`src/sv/dgp_pkg.sv`:
```
// Shared types and constants of the discovery datagram parser.
// Used by every module of the parser; no dependencies.
package dgp_pkg;

   localparam int POS_W       = 16;
   localparam int HDR_BYTES   = 6;
   localparam int MAGIC_BYTES = 4;
   localparam int VER_POS     = 4;
   localparam int TYPE_POS    = 5;
   localparam int PORT_BYTES  = 2;
   localparam int LEN_BYTES   = 1;
   localparam int CSR_IDX_W   = 2;
   localparam int CSR_DATA_W  = 8;

   // Register indexes of the configuration port
   localparam logic [CSR_IDX_W-1:0] CSR_EXPECTED_VERSION = 2'd0;
   localparam logic [CSR_IDX_W-1:0] CSR_QUERY_CODE       = 2'd1;
   localparam logic [CSR_IDX_W-1:0] CSR_REPLY_CODE       = 2'd2;

   // Magic "ALTX"
   localparam logic [7:0] MAGIC [MAGIC_BYTES] = '{8'h41, 8'h4C, 8'h54, 8'h58};

   typedef enum logic [1:0] {
      MSG_UNKNOWN = 2'd0,
      MSG_QUERY   = 2'd1,
      MSG_REPLY   = 2'd2
   } msg_type;

   typedef enum logic [2:0] {
      KIND_HEADER   = 3'd0,
      KIND_ID       = 3'd1,
      KIND_PORT     = 3'd2,
      KIND_NAME_LEN = 3'd3,
      KIND_NAME     = 3'd4,
      KIND_TRAILING = 3'd5
   } kind_type;

   typedef struct packed {
      logic [7:0] expected_version;
      logic [7:0] query_code;
      logic [7:0] reply_code;
   } cfg_type;

   // Classified item handed from the front to the back
   typedef struct packed {
      logic [7:0]  data;
      kind_type    kind;
      logic        last;
      logic        header_ok;
      msg_type     msg;
      logic        got_hdr;
      logic        got_id;
      logic        got_len;
      logic        got_name;
      logic [15:0] port;
      logic [7:0]  name_count;
   } item_type;

endpackage

```
`src/sv/dgp_chan_if.sv`:
```
// Valid/ready channel interfaces of the discovery datagram parser.
// dgp_req_if carries datagram bytes in, dgp_rsp_if carries tagged bytes out.
interface dgp_req_if;
   logic       valid;
   logic       ready;
   logic [7:0] in_byte;
   logic       end_of_datagram;

   modport source (output valid, output in_byte, output end_of_datagram, input ready);
   modport sink (input valid, input in_byte, input end_of_datagram, output ready);
endinterface

interface dgp_rsp_if;
   logic        valid;
   logic        ready;
   logic [7:0]  out_byte;
   logic [2:0]  field_kind;
   logic        done_res;
   logic        accepted;
   logic        msg_kind;
   logic [15:0] peer_port;
   logic [7:0]  name_length;

   modport source (output valid, output out_byte, output field_kind, output done_res,
                   output accepted, output msg_kind, output peer_port,
                   output name_length, input ready);
   modport sink (input valid, input out_byte, input field_kind, input done_res,
                 input accepted, input msg_kind, input peer_port, input name_length,
                 output ready);
endinterface

```
`src/sv/dgp_front.sv`:
```
// Front end of the parser: accepts bytes, tracks the frame position and fields,
// and tags each byte. Depends on dgp_pkg and dgp_req_if.
module dgp_front #(
   parameter int ID_FIELD_BYTES = 32
) (
   input  logic              clock,
   input  logic              reset,
   input  dgp_pkg::cfg_type  cfg,
   dgp_req_if.sink           req,
   input  logic              full,
   output logic              push,
   output dgp_pkg::item_type item
);

   localparam int ID_END   = dgp_pkg::HDR_BYTES + ID_FIELD_BYTES;
   localparam int PORT_END = ID_END + dgp_pkg::PORT_BYTES;
   localparam int LEN_END  = PORT_END + dgp_pkg::LEN_BYTES;
   localparam int CNT_W    = dgp_pkg::POS_W + 1;

   logic [dgp_pkg::POS_W-1:0] pos_ff, pos_in;
   logic                      hdr_ok_ff, hdr_ok_in;
   dgp_pkg::msg_type          msg_ff, msg_in;
   logic [15:0]               port_ff, port_in;
   logic [7:0]                nlen_ff, nlen_in;

   logic [CNT_W-1:0] count;
   logic [CNT_W-1:0] name_end_cur;
   logic [CNT_W-1:0] name_end_new;
   logic [7:0]       data;
   dgp_pkg::kind_type kind;

   assign req.ready = !full;
   assign push      = req.valid && !full;

   // Classify the byte and work out the next frame state
   always_comb begin
      hdr_ok_in    = hdr_ok_ff;
      msg_in       = msg_ff;
      port_in      = port_ff;
      nlen_in      = nlen_ff;
      data         = req.in_byte;
      name_end_cur = CNT_W'(LEN_END) + {{(CNT_W-8){1'b0}}, nlen_ff};
      if (pos_ff < dgp_pkg::POS_W'(dgp_pkg::MAGIC_BYTES)) begin
         if (req.in_byte != dgp_pkg::MAGIC[pos_ff[1:0]]) hdr_ok_in = 1'b0;
         kind = dgp_pkg::KIND_HEADER;
      end else if (pos_ff == dgp_pkg::POS_W'(dgp_pkg::VER_POS)) begin
         if (req.in_byte != cfg.expected_version) hdr_ok_in = 1'b0;
         kind = dgp_pkg::KIND_HEADER;
      end else if (pos_ff == dgp_pkg::POS_W'(dgp_pkg::TYPE_POS)) begin
         if (req.in_byte == cfg.query_code) msg_in = dgp_pkg::MSG_QUERY;
         else if (req.in_byte == cfg.reply_code) msg_in = dgp_pkg::MSG_REPLY;
         else msg_in = dgp_pkg::MSG_UNKNOWN;
         kind = dgp_pkg::KIND_HEADER;
      end else if (pos_ff < dgp_pkg::POS_W'(ID_END)) begin
         // last ID byte is blanked
         if (pos_ff == dgp_pkg::POS_W'(ID_END - 1)) data = 8'd0;
         kind = dgp_pkg::KIND_ID;
      end else if (msg_ff != dgp_pkg::MSG_REPLY) begin
         kind = dgp_pkg::KIND_TRAILING;
      end else if (pos_ff < dgp_pkg::POS_W'(PORT_END)) begin
         port_in = {port_ff[7:0], req.in_byte};
         kind    = dgp_pkg::KIND_PORT;
      end else if (pos_ff < dgp_pkg::POS_W'(LEN_END)) begin
         nlen_in = req.in_byte;
         kind    = dgp_pkg::KIND_NAME_LEN;
      end else if ({1'b0, pos_ff} < name_end_cur) begin
         kind = dgp_pkg::KIND_NAME;
      end else begin
         kind = dgp_pkg::KIND_TRAILING;
      end

      count        = {1'b0, pos_ff} + CNT_W'(1);
      name_end_new = CNT_W'(LEN_END) + {{(CNT_W-8){1'b0}}, nlen_in};
      pos_in       = (pos_ff == '1) ? pos_ff : pos_ff + dgp_pkg::POS_W'(1);
   end

   // Hand the tagged byte and the frame status on
   always_comb begin
      item.data       = data;
      item.kind       = kind;
      item.last       = req.end_of_datagram;
      item.header_ok  = hdr_ok_in;
      item.msg        = msg_in;
      item.got_hdr    = count >= CNT_W'(dgp_pkg::HDR_BYTES);
      item.got_id     = count >= CNT_W'(ID_END);
      item.got_len    = count >= CNT_W'(LEN_END);
      item.got_name   = count >= name_end_new;
      item.port       = port_in;
      item.name_count = nlen_in;
   end

   // Advance the frame state; clear it after the final byte
   always_ff @(posedge clock) begin
      if (reset) begin
         pos_ff    <= '0;
         hdr_ok_ff <= 1'b1;
         msg_ff    <= dgp_pkg::MSG_UNKNOWN;
         port_ff   <= '0;
         nlen_ff   <= '0;
      end else if (push) begin
         if (req.end_of_datagram) begin
            pos_ff    <= '0;
            hdr_ok_ff <= 1'b1;
            msg_ff    <= dgp_pkg::MSG_UNKNOWN;
            port_ff   <= '0;
            nlen_ff   <= '0;
         end else begin
            pos_ff    <= pos_in;
            hdr_ok_ff <= hdr_ok_in;
            msg_ff    <= msg_in;
            port_ff   <= port_in;
            nlen_ff   <= nlen_in;
         end
      end
   end

endmodule

```
`src/sv/dgp_queue.sv`:
```
// Two-entry item queue between the front and the back of the parser.
// Depends on dgp_pkg.
module dgp_queue (
   input  logic              clock,
   input  logic              reset,
   input  logic              push,
   input  dgp_pkg::item_type push_item,
   output logic              full,
   input  logic              pop,
   output dgp_pkg::item_type pop_item,
   output logic              empty
);

   dgp_pkg::item_type mem_ff [2];
   logic              wr_ff;
   logic              rd_ff;
   logic [1:0]        count_ff;

   assign full     = count_ff == 2'd2;
   assign empty    = count_ff == 2'd0;
   assign pop_item = mem_ff[rd_ff];

   // Store pushed items
   always_ff @(posedge clock) begin
      if (push) mem_ff[wr_ff] <= push_item;
   end

   // Move the pointers and the fill count
   always_ff @(posedge clock) begin
      if (reset) begin
         wr_ff    <= 1'b0;
         rd_ff    <= 1'b0;
         count_ff <= 2'd0;
      end else begin
         if (push) wr_ff <= ~wr_ff;
         if (pop) rd_ff <= ~rd_ff;
         if (push && !pop) count_ff <= count_ff + 2'd1;
         else if (pop && !push) count_ff <= count_ff - 2'd1;
      end
   end

endmodule

```
`src/sv/dgp_back.sv`:
```
// Back end of the parser: forms the verdict on the final byte and holds the
// result in the output register. Depends on dgp_pkg and dgp_rsp_if.
module dgp_back #(
   parameter int NAME_STORE_BYTES = 64
) (
   input  logic              clock,
   input  logic              reset,
   input  logic              empty,
   input  dgp_pkg::item_type item,
   output logic              pop,
   dgp_rsp_if.source         rsp
);

   logic        valid_ff;
   logic [7:0]  byte_ff;
   logic [2:0]  kind_ff;
   logic        done_ff;
   logic        acc_ff, acc_in;
   logic        reply_ff, reply_in;
   logic [15:0] port_ff, port_in;
   logic [7:0]  nlen_ff, nlen_in;
   logic        len_fits;
   logic        query_ok;
   logic        reply_ok;

   assign pop = !empty && (!valid_ff || rsp.ready);

   // Decide the verdict and mask the reply fields
   always_comb begin
      len_fits = {1'b0, item.name_count} <= 9'(NAME_STORE_BYTES - 1);
      query_ok = (item.msg == dgp_pkg::MSG_QUERY) && item.got_id;
      reply_ok = (item.msg == dgp_pkg::MSG_REPLY) && item.got_len && item.got_name
                 && len_fits;
      acc_in   = item.last && item.header_ok && item.got_hdr && (query_ok || reply_ok);
      reply_in = acc_in && (item.msg == dgp_pkg::MSG_REPLY);
      port_in  = reply_in ? item.port : 16'd0;
      nlen_in  = reply_in ? item.name_count : 8'd0;
   end

   // Hold the result until taken
   always_ff @(posedge clock) begin
      if (reset) begin
         valid_ff <= 1'b0;
      end else if (pop) begin
         valid_ff <= 1'b1;
      end else if (rsp.ready) begin
         valid_ff <= 1'b0;
      end
   end

   always_ff @(posedge clock) begin
      if (pop) begin
         byte_ff  <= item.data;
         kind_ff  <= item.kind;
         done_ff  <= item.last;
         acc_ff   <= acc_in;
         reply_ff <= reply_in;
         port_ff  <= port_in;
         nlen_ff  <= nlen_in;
      end
   end

   assign rsp.valid       = valid_ff;
   assign rsp.out_byte    = byte_ff;
   assign rsp.field_kind  = kind_ff;
   assign rsp.done_res    = done_ff;
   assign rsp.accepted    = acc_ff;
   assign rsp.msg_kind    = reply_ff;
   assign rsp.peer_port   = port_ff;
   assign rsp.name_length = nlen_ff;

endmodule

```
`src/sv/discovery_datagram_parser_core.sv`:
```
// Discovery datagram parser, top level.
// Usage:
//   req_bus carries one datagram byte per item (in_byte) with end_of_datagram
//   set on the final byte. rsp_bus returns one item per byte: the byte echoed
//   (zero at the last ID byte), its field tag, and on the final byte the
//   verdict, message kind, peer port and name length.
//   csr_wr_en/csr_index/csr_wr_data write expected_version (0), query_code (1)
//   and reply_code (2); other indexes are ignored. Write only while idle.
// Timing:
//   One byte per cycle sustained while rsp_bus is ready. An accepted byte is
//   written into the two-entry queue and moves into the back output register
//   once that register is free or being taken, then appears on rsp_bus.
//   The frame state updates only small registers, so the front takes a byte
//   every cycle as long as the queue has room.
// Reset (synchronous, active high) restores the register defaults, clears
//   the frame state and empties the queue and output register.
// When rsp_bus stalls, the output register holds its item and the queue
//   fills; req_bus.ready drops once both queue entries are taken.
// Depends on dgp_pkg, dgp_chan_if, dgp_front, dgp_queue and dgp_back.
module discovery_datagram_parser_core #(
   parameter int ID_FIELD_BYTES   = 32,
   parameter int NAME_STORE_BYTES = 64
) (
   input  logic                               clock,
   input  logic                               reset,
   dgp_req_if.sink                            req_bus,
   dgp_rsp_if.source                          rsp_bus,
   input  logic                               csr_wr_en,
   input  logic [dgp_pkg::CSR_IDX_W-1:0]      csr_index,
   input  logic [dgp_pkg::CSR_DATA_W-1:0]     csr_wr_data
);

   dgp_pkg::cfg_type  cfg_ff;
   dgp_pkg::item_type front_item;
   dgp_pkg::item_type back_item;
   logic              q_push;
   logic              q_full;
   logic              q_pop;
   logic              q_empty;

   // Configuration registers
   always_ff @(posedge clock) begin
      if (reset) begin
         cfg_ff.expected_version <= 8'd1;
         cfg_ff.query_code       <= 8'd0;
         cfg_ff.reply_code       <= 8'd1;
      end else if (csr_wr_en) begin
         unique case (csr_index)
            dgp_pkg::CSR_EXPECTED_VERSION: cfg_ff.expected_version <= csr_wr_data;
            dgp_pkg::CSR_QUERY_CODE:       cfg_ff.query_code       <= csr_wr_data;
            dgp_pkg::CSR_REPLY_CODE:       cfg_ff.reply_code       <= csr_wr_data;
            default: ;
         endcase
      end
   end

   dgp_front #(
      .ID_FIELD_BYTES (ID_FIELD_BYTES)
   ) u_front (
      .clock (clock),
      .reset (reset),
      .cfg   (cfg_ff),
      .req   (req_bus),
      .full  (q_full),
      .push  (q_push),
      .item  (front_item)
   );

   dgp_queue u_queue (
      .clock     (clock),
      .reset     (reset),
      .push      (q_push),
      .push_item (front_item),
      .full      (q_full),
      .pop       (q_pop),
      .pop_item  (back_item),
      .empty     (q_empty)
   );

   dgp_back #(
      .NAME_STORE_BYTES (NAME_STORE_BYTES)
   ) u_back (
      .clock (clock),
      .reset (reset),
      .empty (q_empty),
      .item  (back_item),
      .pop   (q_pop),
      .rsp   (rsp_bus)
   );

endmodule
```
`src/flat_wrapper.sv`:
```
// flat-port wrapper written by rule: the top's interface ports become plain ports
module discovery_datagram_parser_core_flat 
#(
   parameter int ID_FIELD_BYTES   = 32,
   parameter int NAME_STORE_BYTES = 64
)
  (clock, reset, csr_wr_en, csr_index, csr_wr_data, req_bus_valid, req_bus_in_byte, req_bus_end_of_datagram, req_bus_ready, rsp_bus_valid, rsp_bus_out_byte, rsp_bus_field_kind, rsp_bus_done_res, rsp_bus_accepted, rsp_bus_msg_kind, rsp_bus_peer_port, rsp_bus_name_length, rsp_bus_ready);
  dgp_req_if req_bus_i ();
  dgp_rsp_if rsp_bus_i ();
  input  logic clock;
  input  logic reset;
  input  logic csr_wr_en;
  input  logic [dgp_pkg::CSR_IDX_W-1:0] csr_index;
  input  logic [dgp_pkg::CSR_DATA_W-1:0] csr_wr_data;
  input wire logic [$bits(req_bus_i.valid)-1:0] req_bus_valid;
  input wire logic [$bits(req_bus_i.in_byte)-1:0] req_bus_in_byte;
  input wire logic [$bits(req_bus_i.end_of_datagram)-1:0] req_bus_end_of_datagram;
  output wire logic [$bits(req_bus_i.ready)-1:0] req_bus_ready;
  output wire logic [$bits(rsp_bus_i.valid)-1:0] rsp_bus_valid;
  output wire logic [$bits(rsp_bus_i.out_byte)-1:0] rsp_bus_out_byte;
  output wire logic [$bits(rsp_bus_i.field_kind)-1:0] rsp_bus_field_kind;
  output wire logic [$bits(rsp_bus_i.done_res)-1:0] rsp_bus_done_res;
  output wire logic [$bits(rsp_bus_i.accepted)-1:0] rsp_bus_accepted;
  output wire logic [$bits(rsp_bus_i.msg_kind)-1:0] rsp_bus_msg_kind;
  output wire logic [$bits(rsp_bus_i.peer_port)-1:0] rsp_bus_peer_port;
  output wire logic [$bits(rsp_bus_i.name_length)-1:0] rsp_bus_name_length;
  input wire logic [$bits(rsp_bus_i.ready)-1:0] rsp_bus_ready;
  assign req_bus_i.valid = req_bus_valid;
  assign req_bus_i.in_byte = req_bus_in_byte;
  assign req_bus_i.end_of_datagram = req_bus_end_of_datagram;
  assign req_bus_ready = req_bus_i.ready;
  assign rsp_bus_valid = rsp_bus_i.valid;
  assign rsp_bus_out_byte = rsp_bus_i.out_byte;
  assign rsp_bus_field_kind = rsp_bus_i.field_kind;
  assign rsp_bus_done_res = rsp_bus_i.done_res;
  assign rsp_bus_accepted = rsp_bus_i.accepted;
  assign rsp_bus_msg_kind = rsp_bus_i.msg_kind;
  assign rsp_bus_peer_port = rsp_bus_i.peer_port;
  assign rsp_bus_name_length = rsp_bus_i.name_length;
  assign rsp_bus_i.ready = rsp_bus_ready;
  discovery_datagram_parser_core #(.ID_FIELD_BYTES(ID_FIELD_BYTES), .NAME_STORE_BYTES(NAME_STORE_BYTES)) u_core (.clock(clock), .reset(reset), .req_bus(req_bus_i), .rsp_bus(rsp_bus_i), .csr_wr_en(csr_wr_en), .csr_index(csr_index), .csr_wr_data(csr_wr_data));
endmodule
```
`config.mk`:
```
export PLATFORM = sky130hd
export DESIGN_NAME = discovery_datagram_parser_core_flat
export DESIGN_NICKNAME = d
export VERILOG_FILES = /design/src/sv/dgp_pkg.sv /design/src/sv/dgp_chan_if.sv /design/src/sv/dgp_front.sv /design/src/sv/dgp_queue.sv /design/src/sv/dgp_back.sv /design/src/sv/discovery_datagram_parser_core.sv /design/src/flat_wrapper.sv
export SDC_FILE = /design/constraint.sdc
export NUM_CORES = 1
export LEC_CHECK = 0
export BUFFER_PORTS_ARGS = -buffer_cell sky130_fd_sc_hd__clkbuf_2
export CAP_MARGIN = 40
export CORE_MARGIN = 1.5
export CORE_UTILIZATION = 57
export CTS_BUF_LIST = sky130_fd_sc_hd__clkbuf_8
export DETAILED_ROUTE_END_ITERATION = 8
export GPL_ROUTABILITY_DRIVEN = 0
export PLACE_DENSITY = 0.81
export SLEW_MARGIN = 0
export SYNTH_ARGS = -nofsm -noshare
export SYNTH_HDL_FRONTEND = slang
export SYNTH_SLANG_ARGS = --single-unit
```
`constraint.sdc`:
```
create_clock -name clock -period 10.5 [get_ports clock]
set_input_delay 0.525 -clock clock [delete_from_list [all_inputs] [get_ports clock]]
set_output_delay 0.525 -clock clock [all_outputs]
set_load 0.05 [all_outputs]
```
# == Word level (Yosys, flattened, before mapping) ==
# Memory sizes are Yosys's and may differ from the RTL's. A register that Yosys moved wholly into a read port is not among the register bits.
# Cells that the tools add are included.
# classes
addsub,6
n_lt_le_gt_ge,11
n_eq_ne,15
n_mux,52
n_bitwise,3
reduce_logical,27
# ops
operator,count
$mux W16,9
$mux W8,15
$lt A16 B6 Y1 const B,3
$ge A17 B6 Y1 const B,2
$eq A16 B3 Y1 const B,2
$mux W3,7
$add A6 B8 Y9 const A,2
$add A16 B1 Y17 const B,1
$ge A17 B3 Y1 const B,1
$ge A17 B9 Y1,1
$add A16 B1 Y16 const B,1
$bmux W8 S2,1
$eq A16 B16 Y1 const B,1
$eq A16 B6 Y1 const B,1
$eq A8 B8 Y1,2
$lt A16 B3 Y1 const B,1
$lt A16 B9 Y1,1
$mux W2,8
$ne A8 B8 Y1,2
$logic_and A1 B1 Y1,12
$mux W1,12
$le A8 B6 Y1 const B,1
$reduce_and A2 Y1,4
$eq A2 B2 Y1 const B,3
other kinds (11),21
# totals
register_bits,110
mem_bits_rw,86
inputBits,24
output_inout_bits,40
elab_cells,134
memories,1
# mem_list
memory,words,width,rd,rd_ports_with_merged_regs,wr,line_no,source
u_core.u_queue.mem_ff,2,43,1,1,1,dgp_queue.sv:14,dgp_pkg::item_type mem_ff [2];

# == Depth between registers and ports, before layout ==
# logic_depth
ltp_word,10
depth_mapped,19

# == Modules after synthesis ==
# From an unflattened synthesis, not the netlist that was laid out.
# unflattened
hier_cells,757
hier_area_um2,9390.3
# modules_own_cells
module,n_inst,cells_each,area_each_um2,seq_area_each_um2
dgp_front,1,437,3691.0,860.8
dgp_queue,1,156,3309.4,2682.6
dgp_back,1,74,1411.4,1161.1
discovery_datagram_parser_core,1,90,978.4,480.5

# == Least setup slack after synthesis ==
# No wires, ideal clock.
# synth_timing
path_type,reg2reg
from,register u_core.u_front.pos_ff[0] in the netlist's numbering
to,"memory u_core.u_queue.mem_ff[0][24] in the netlist's numbering, data pin"
t_arrival_ns,3.799
required_time_ns,10.229
path_slack_ns,6.429
stages_incl_launch_ff,20
synth_period_minus_slack_ns,4.071
cell_sequence,dfxtp_1 > clkbuf_1 > inv_1 > ha_1 > nor2b_1 > nand4_1 > nor3_4 > buf_2 > mux2_2 > ha_1 > a21oi_1 > inv_1 > a21oi_1 > a21oi_1 > xnor2_1 > ha_1 > a211oi_1 > o21ai_0 > o211ai_1 > nand3b_1
# synth_lines
element,line_no,source
"start, declared",dgp_front.sv:20,"logic [dgp_pkg::POS_W-1:0] pos_ff, pos_in;"
"start signal, assigned",dgp_front.sv:108,pos_ff <= pos_in;
"end, declared",dgp_queue.sv:14,

==> impl_metrics.py <==
metrics = {
    "status": {
        "status": "finished, final reports clean",
    },
    "sta": {
        "fin_crit_sh_pct": 43.6,
        "max_slew.worst_pin.slew_ns": 0.931,
        "hold_viol": 0,
        "post-route-min-period_ns": 4.58,
        "setup_viol": 0,
        "maxSlewHeadroom_pct": 37.5,
        "max_freq_mhz": 218,
        "clock_skew_ns": 0.00873,
        "final.setup.tns_ns": 0,
        "rsz0062_at_grt": "false",
        "report.final.slew_viol_count": 0,
    },
    "final_layout": {
        "area_growth_pct": 8.80,
        "multiInputGateArea_sq_mm": 0.00361,
        "n_antenna_cell": 0,
        "drive_above_1_share_pct": 16.2,
        "seqCellArea_sq_mm": 0.00519,
        "fin_nets": 888,
        "final_cells": 1063,
        "n_fill_cell": 1223,
        "final_util_pct": 64.2,
    },
    "clock_tree": {
        "cts.sinks": 197,
        "cts_root_buffer": "clkbuf_8",
        "insertion_delay_ns": 0.46,
        "cts_setup_buffers": 0,
        "clockBufferDepth": 2,
        "clkTransAtPathRegs_ns": 0.10,
        "cts_tree": "built",
        "cts_resized": 0,
        "hold_buffers": 0,
        "h-tree-depth": 4,
        "cts_made_buffers": 17,
    },
    "drt": {
        "routed_wl_mm": 18.1,
        "postRouteAntennaNets": 0,
        "viasPerCell": 5.75,
        "first_pass_iters": 5,
        "detail_route.wl_per_cell_um": 17.0,
        "drt_iter0_drc": 495,
        "vias": 6117,
        "drc": 0,
    },
    "logic_synthesis": {
        "synth_flop_cell": "edfxtp_1",
        "synthArstFlopShare_pct": 0,
        "ys_seq_elements": 197,
        "yosysSeqAreaShare_pct": 57.2,
        "syn_inst": 799,
        "avgSynthCellArea_sq_um": 11.4,
        "synth_cell_types": 64,
        "yosysWarnings": 0,
        "synth_edf_count": 124,
        "syn_area_sq_mm": 0.00907,
    },
    "setup_path": {
        "cp_top_family": "simple AND/OR/NAND/NOR gates",
        "cp-end-kind": "register",
        "required_ns": 10.70,
        "crit_path_max_fanout": 19,
        "crit_buf_inv": 2,
        "slowest_delay_ns": 0.74,
        "path_cells": "inv_1 > ha_1 > nor2b_1 > nand4_1 > nor3_4 > mux2_2 > ha_1 > a21oi_1 > inv_1 > a21oi_1 > a21oi_1 > xnor2_1 > ha_1 > a211oi_1 > o21ai_0 > o211ai_1 > nand3b_1",
        "arrival_ns": 4.78,
        "critPathSlowestCell": "nor3_4",
        "crit_path_start_kind": "register",
        "crit_type": "register to register",
    },
    "floorplan": {
        "fp.dieW_um": 129,
        "io_pins": 64,
        "dieArea_sq_mm": 0.0167,
        "die_y_um": 129,
        "core_sq_mm": 0.0154,
        "start_util_pct": 59.0,
        "std_cell_rows": 45,
    },
    "global_routing": {
        "grt_max_degree": 75,
        "antenna_found_initial": 0,
        "grt_overflow_total": 0,
        "grt_pass1_vias": 5751,
        "grt_pass1_wl_mm": 29.3,
        "track_usage_pct": 22.9,
    },
    "pwr": {
        "leakage_nw": 3.71,
        "power.density_mw_per_mm2": 202,
        "comb_power_share_pct": 26.7,
        "p_clk_share_pct": 22.4,
        "ir_drop_v": 0.000191,
        "p_int_mw": 1.30,
        "seq_power_share_pct": 50.9,
        "switching_share_pct": 35.1,
        "p_total_mw": 2.00,
        "switchingPower_mw": 0.700,
    },
    "place": {
        "io_buffer_count": 63,
        "dp_hpwl_mm": 12.1,
        "placed_cells": 1032,
    },
    "hold_path": {
        "hold_class": "primary input to register",
    },
    "flow_run": {
        "drv_cap": 0,
    },
}
==> cell type report <==
type	count	area share, %
multi-input combinational	537	36.6
sequential	197	52.5
clock buffer	17	2.37
timing repair buffer	69	3.85
clock inverter	14	1.28
inverter	18	0.685
tap	211	2.67
==> path summary, 6_finish.rpt <==
kind / to / startpoint / slack [ns] / cells past startpoint
max: u_core.u_queue.mem_ff[0][24] / u_core.u_front.pos_ff[0] / 5.92 / 17
max reg2reg: u_core.u_queue.mem_ff[0][24] / u_core.u_front.pos_ff[0] / 5.92 / 17
min: u_core.cfg_ff[16] / csr_wr_data[0] / 0.32 / 2
min reg2reg: u_core.cfg_ff[0] / u_core.cfg_ff[0] / 0.50 / 1
==> power by group through the flow <==
| stage | sequential (mW) | combinational (mW) | clock, mW |
|---|---|---|---|
| finish | 1.02 | 0.533 | 0.447 |
| global route | 1.03 | 0.569 | 0.484 |
| CTS | 1.02 | 0.537 | 0.459 |
| detailed placement | 1.04 | 0.535 | 0 |
| global placement | 1.03 | 0.525 | 0 |
| floorplan | 1.22 | 0.225 | 0 |
==> flip-flops by register name, summed over array words and instances, names as in the netlist, 2 cells and up, named ones only <==
signal,count
u_core.cfg_ff,24
u_core.u_back.rsp.field_kind,3
u_core.u_back.rsp.name_length,8
u_core.u_back.rsp.out_byte,8
u_core.u_back.rsp.peer_port,16
u_core.u_front.msg_ff,2
u_core.u_front.nlen_ff,8
u_core.u_front.port_ff,16
u_core.u_front.pos_ff,16
u_core.u_queue.count_ff,2
u_core.u_queue.mem_ff,86
==> cell usage after synthesis (3+ instances only) <==
library cell,number,area share [%]
dfxtp_1,73,16
nand4_1,14,0.97
ha_1,24,3.3
buf_1,6,0.25
a22oi_1,33,2.7
xnor2_1,43,4.2
mux2_2,21,2.6
o21ai_0,18,0.99
a211oi_1,5,0.41
clkbuf_1,27,1.1
nor2b_1,7,0.48
nand3_1,15,0.83
o21a_1,3,0.25
and3_1,4,0.28
a21oi_1,25,1.4
buf_2,10,0.55
inv_1,17,0.70
edfxtp_1,124,41
a31oi_1,4,0.28
xor2_1,11,1.1
nor4_1,6,0.41
nor3_1,12,0.66
mux2i_1,45,5.0
nand4b_1,3,0.29
nand2b_1,6,0.41
nor2_1,109,4.5
and2_1,11,0.76
nand2_1,69,2.9
nand3b_1,6,0.50
buf_6,3,0.37
==> layout by cell type, fill, tap and decap left out, types with 5 or more instances in the layout <==
cell / instances
nand2_1: 69
nand3b_1: 6
a211oi_1: 5
nor2_1: 108
a21oi_1: 25
nor4_1: 6
and2_1: 11
xor2_1: 11
buf_4: 5
clkbuf_8: 17
mux2_2: 21
a22oi_1: 33
nand4_1: 14
nor3_1: 12
clkbuf_2: 63
dfxtp_1: 72
nand3_1: 15
nand2b_1: 6
edfxtp_1: 124
inv_1: 17
nor2b_1: 7
xnor2_1: 43
mux2i_1: 45
ha_1: 24
o21ai_0: 18
==> layer usage <==
metal  vias to the layer above  GRT usage, %  routed length, um
met5                         -             0                  0
met2                       211          38.4               8800
met1                      2931          29.4               7760
li1                       2941             -                  -
met3                        34          5.16               1130
met4                         0          7.73                391
==> cells by family (layout without fill, tap and decap cells) <==
kind of cell | after synthesis | count (layout) | share of synthesized area [%]
buffers and inverters | 66 | 118 | 3.17
xor gates and xnor gates | 54 | 54 | 5.21
adders and majority gates | 24 | 24 | 3.31
AOI/OAI and AO/OA | 110 | 110 | 8.22
other | 1 | 2 | 0.0413
DFF | 197 | 197 | 57.2
and+or+nand+nor | 280 | 280 | 15.1
muxes | 67 | 67 | 7.74
==> stage by stage <==
step	worst slack (ns)	area (sq um)	hold WS, ns
after floorplan	6.43	9070	0.457
after global placement	6.16	9480	0.470
after detailed placement	6.06	9510	0.477
after CTS	6.03	9870	0.301
after global routing	5.65	9870	0.320
final	5.92	9870	0.322
Note: power is estimated with default switching activity, not from simulation.
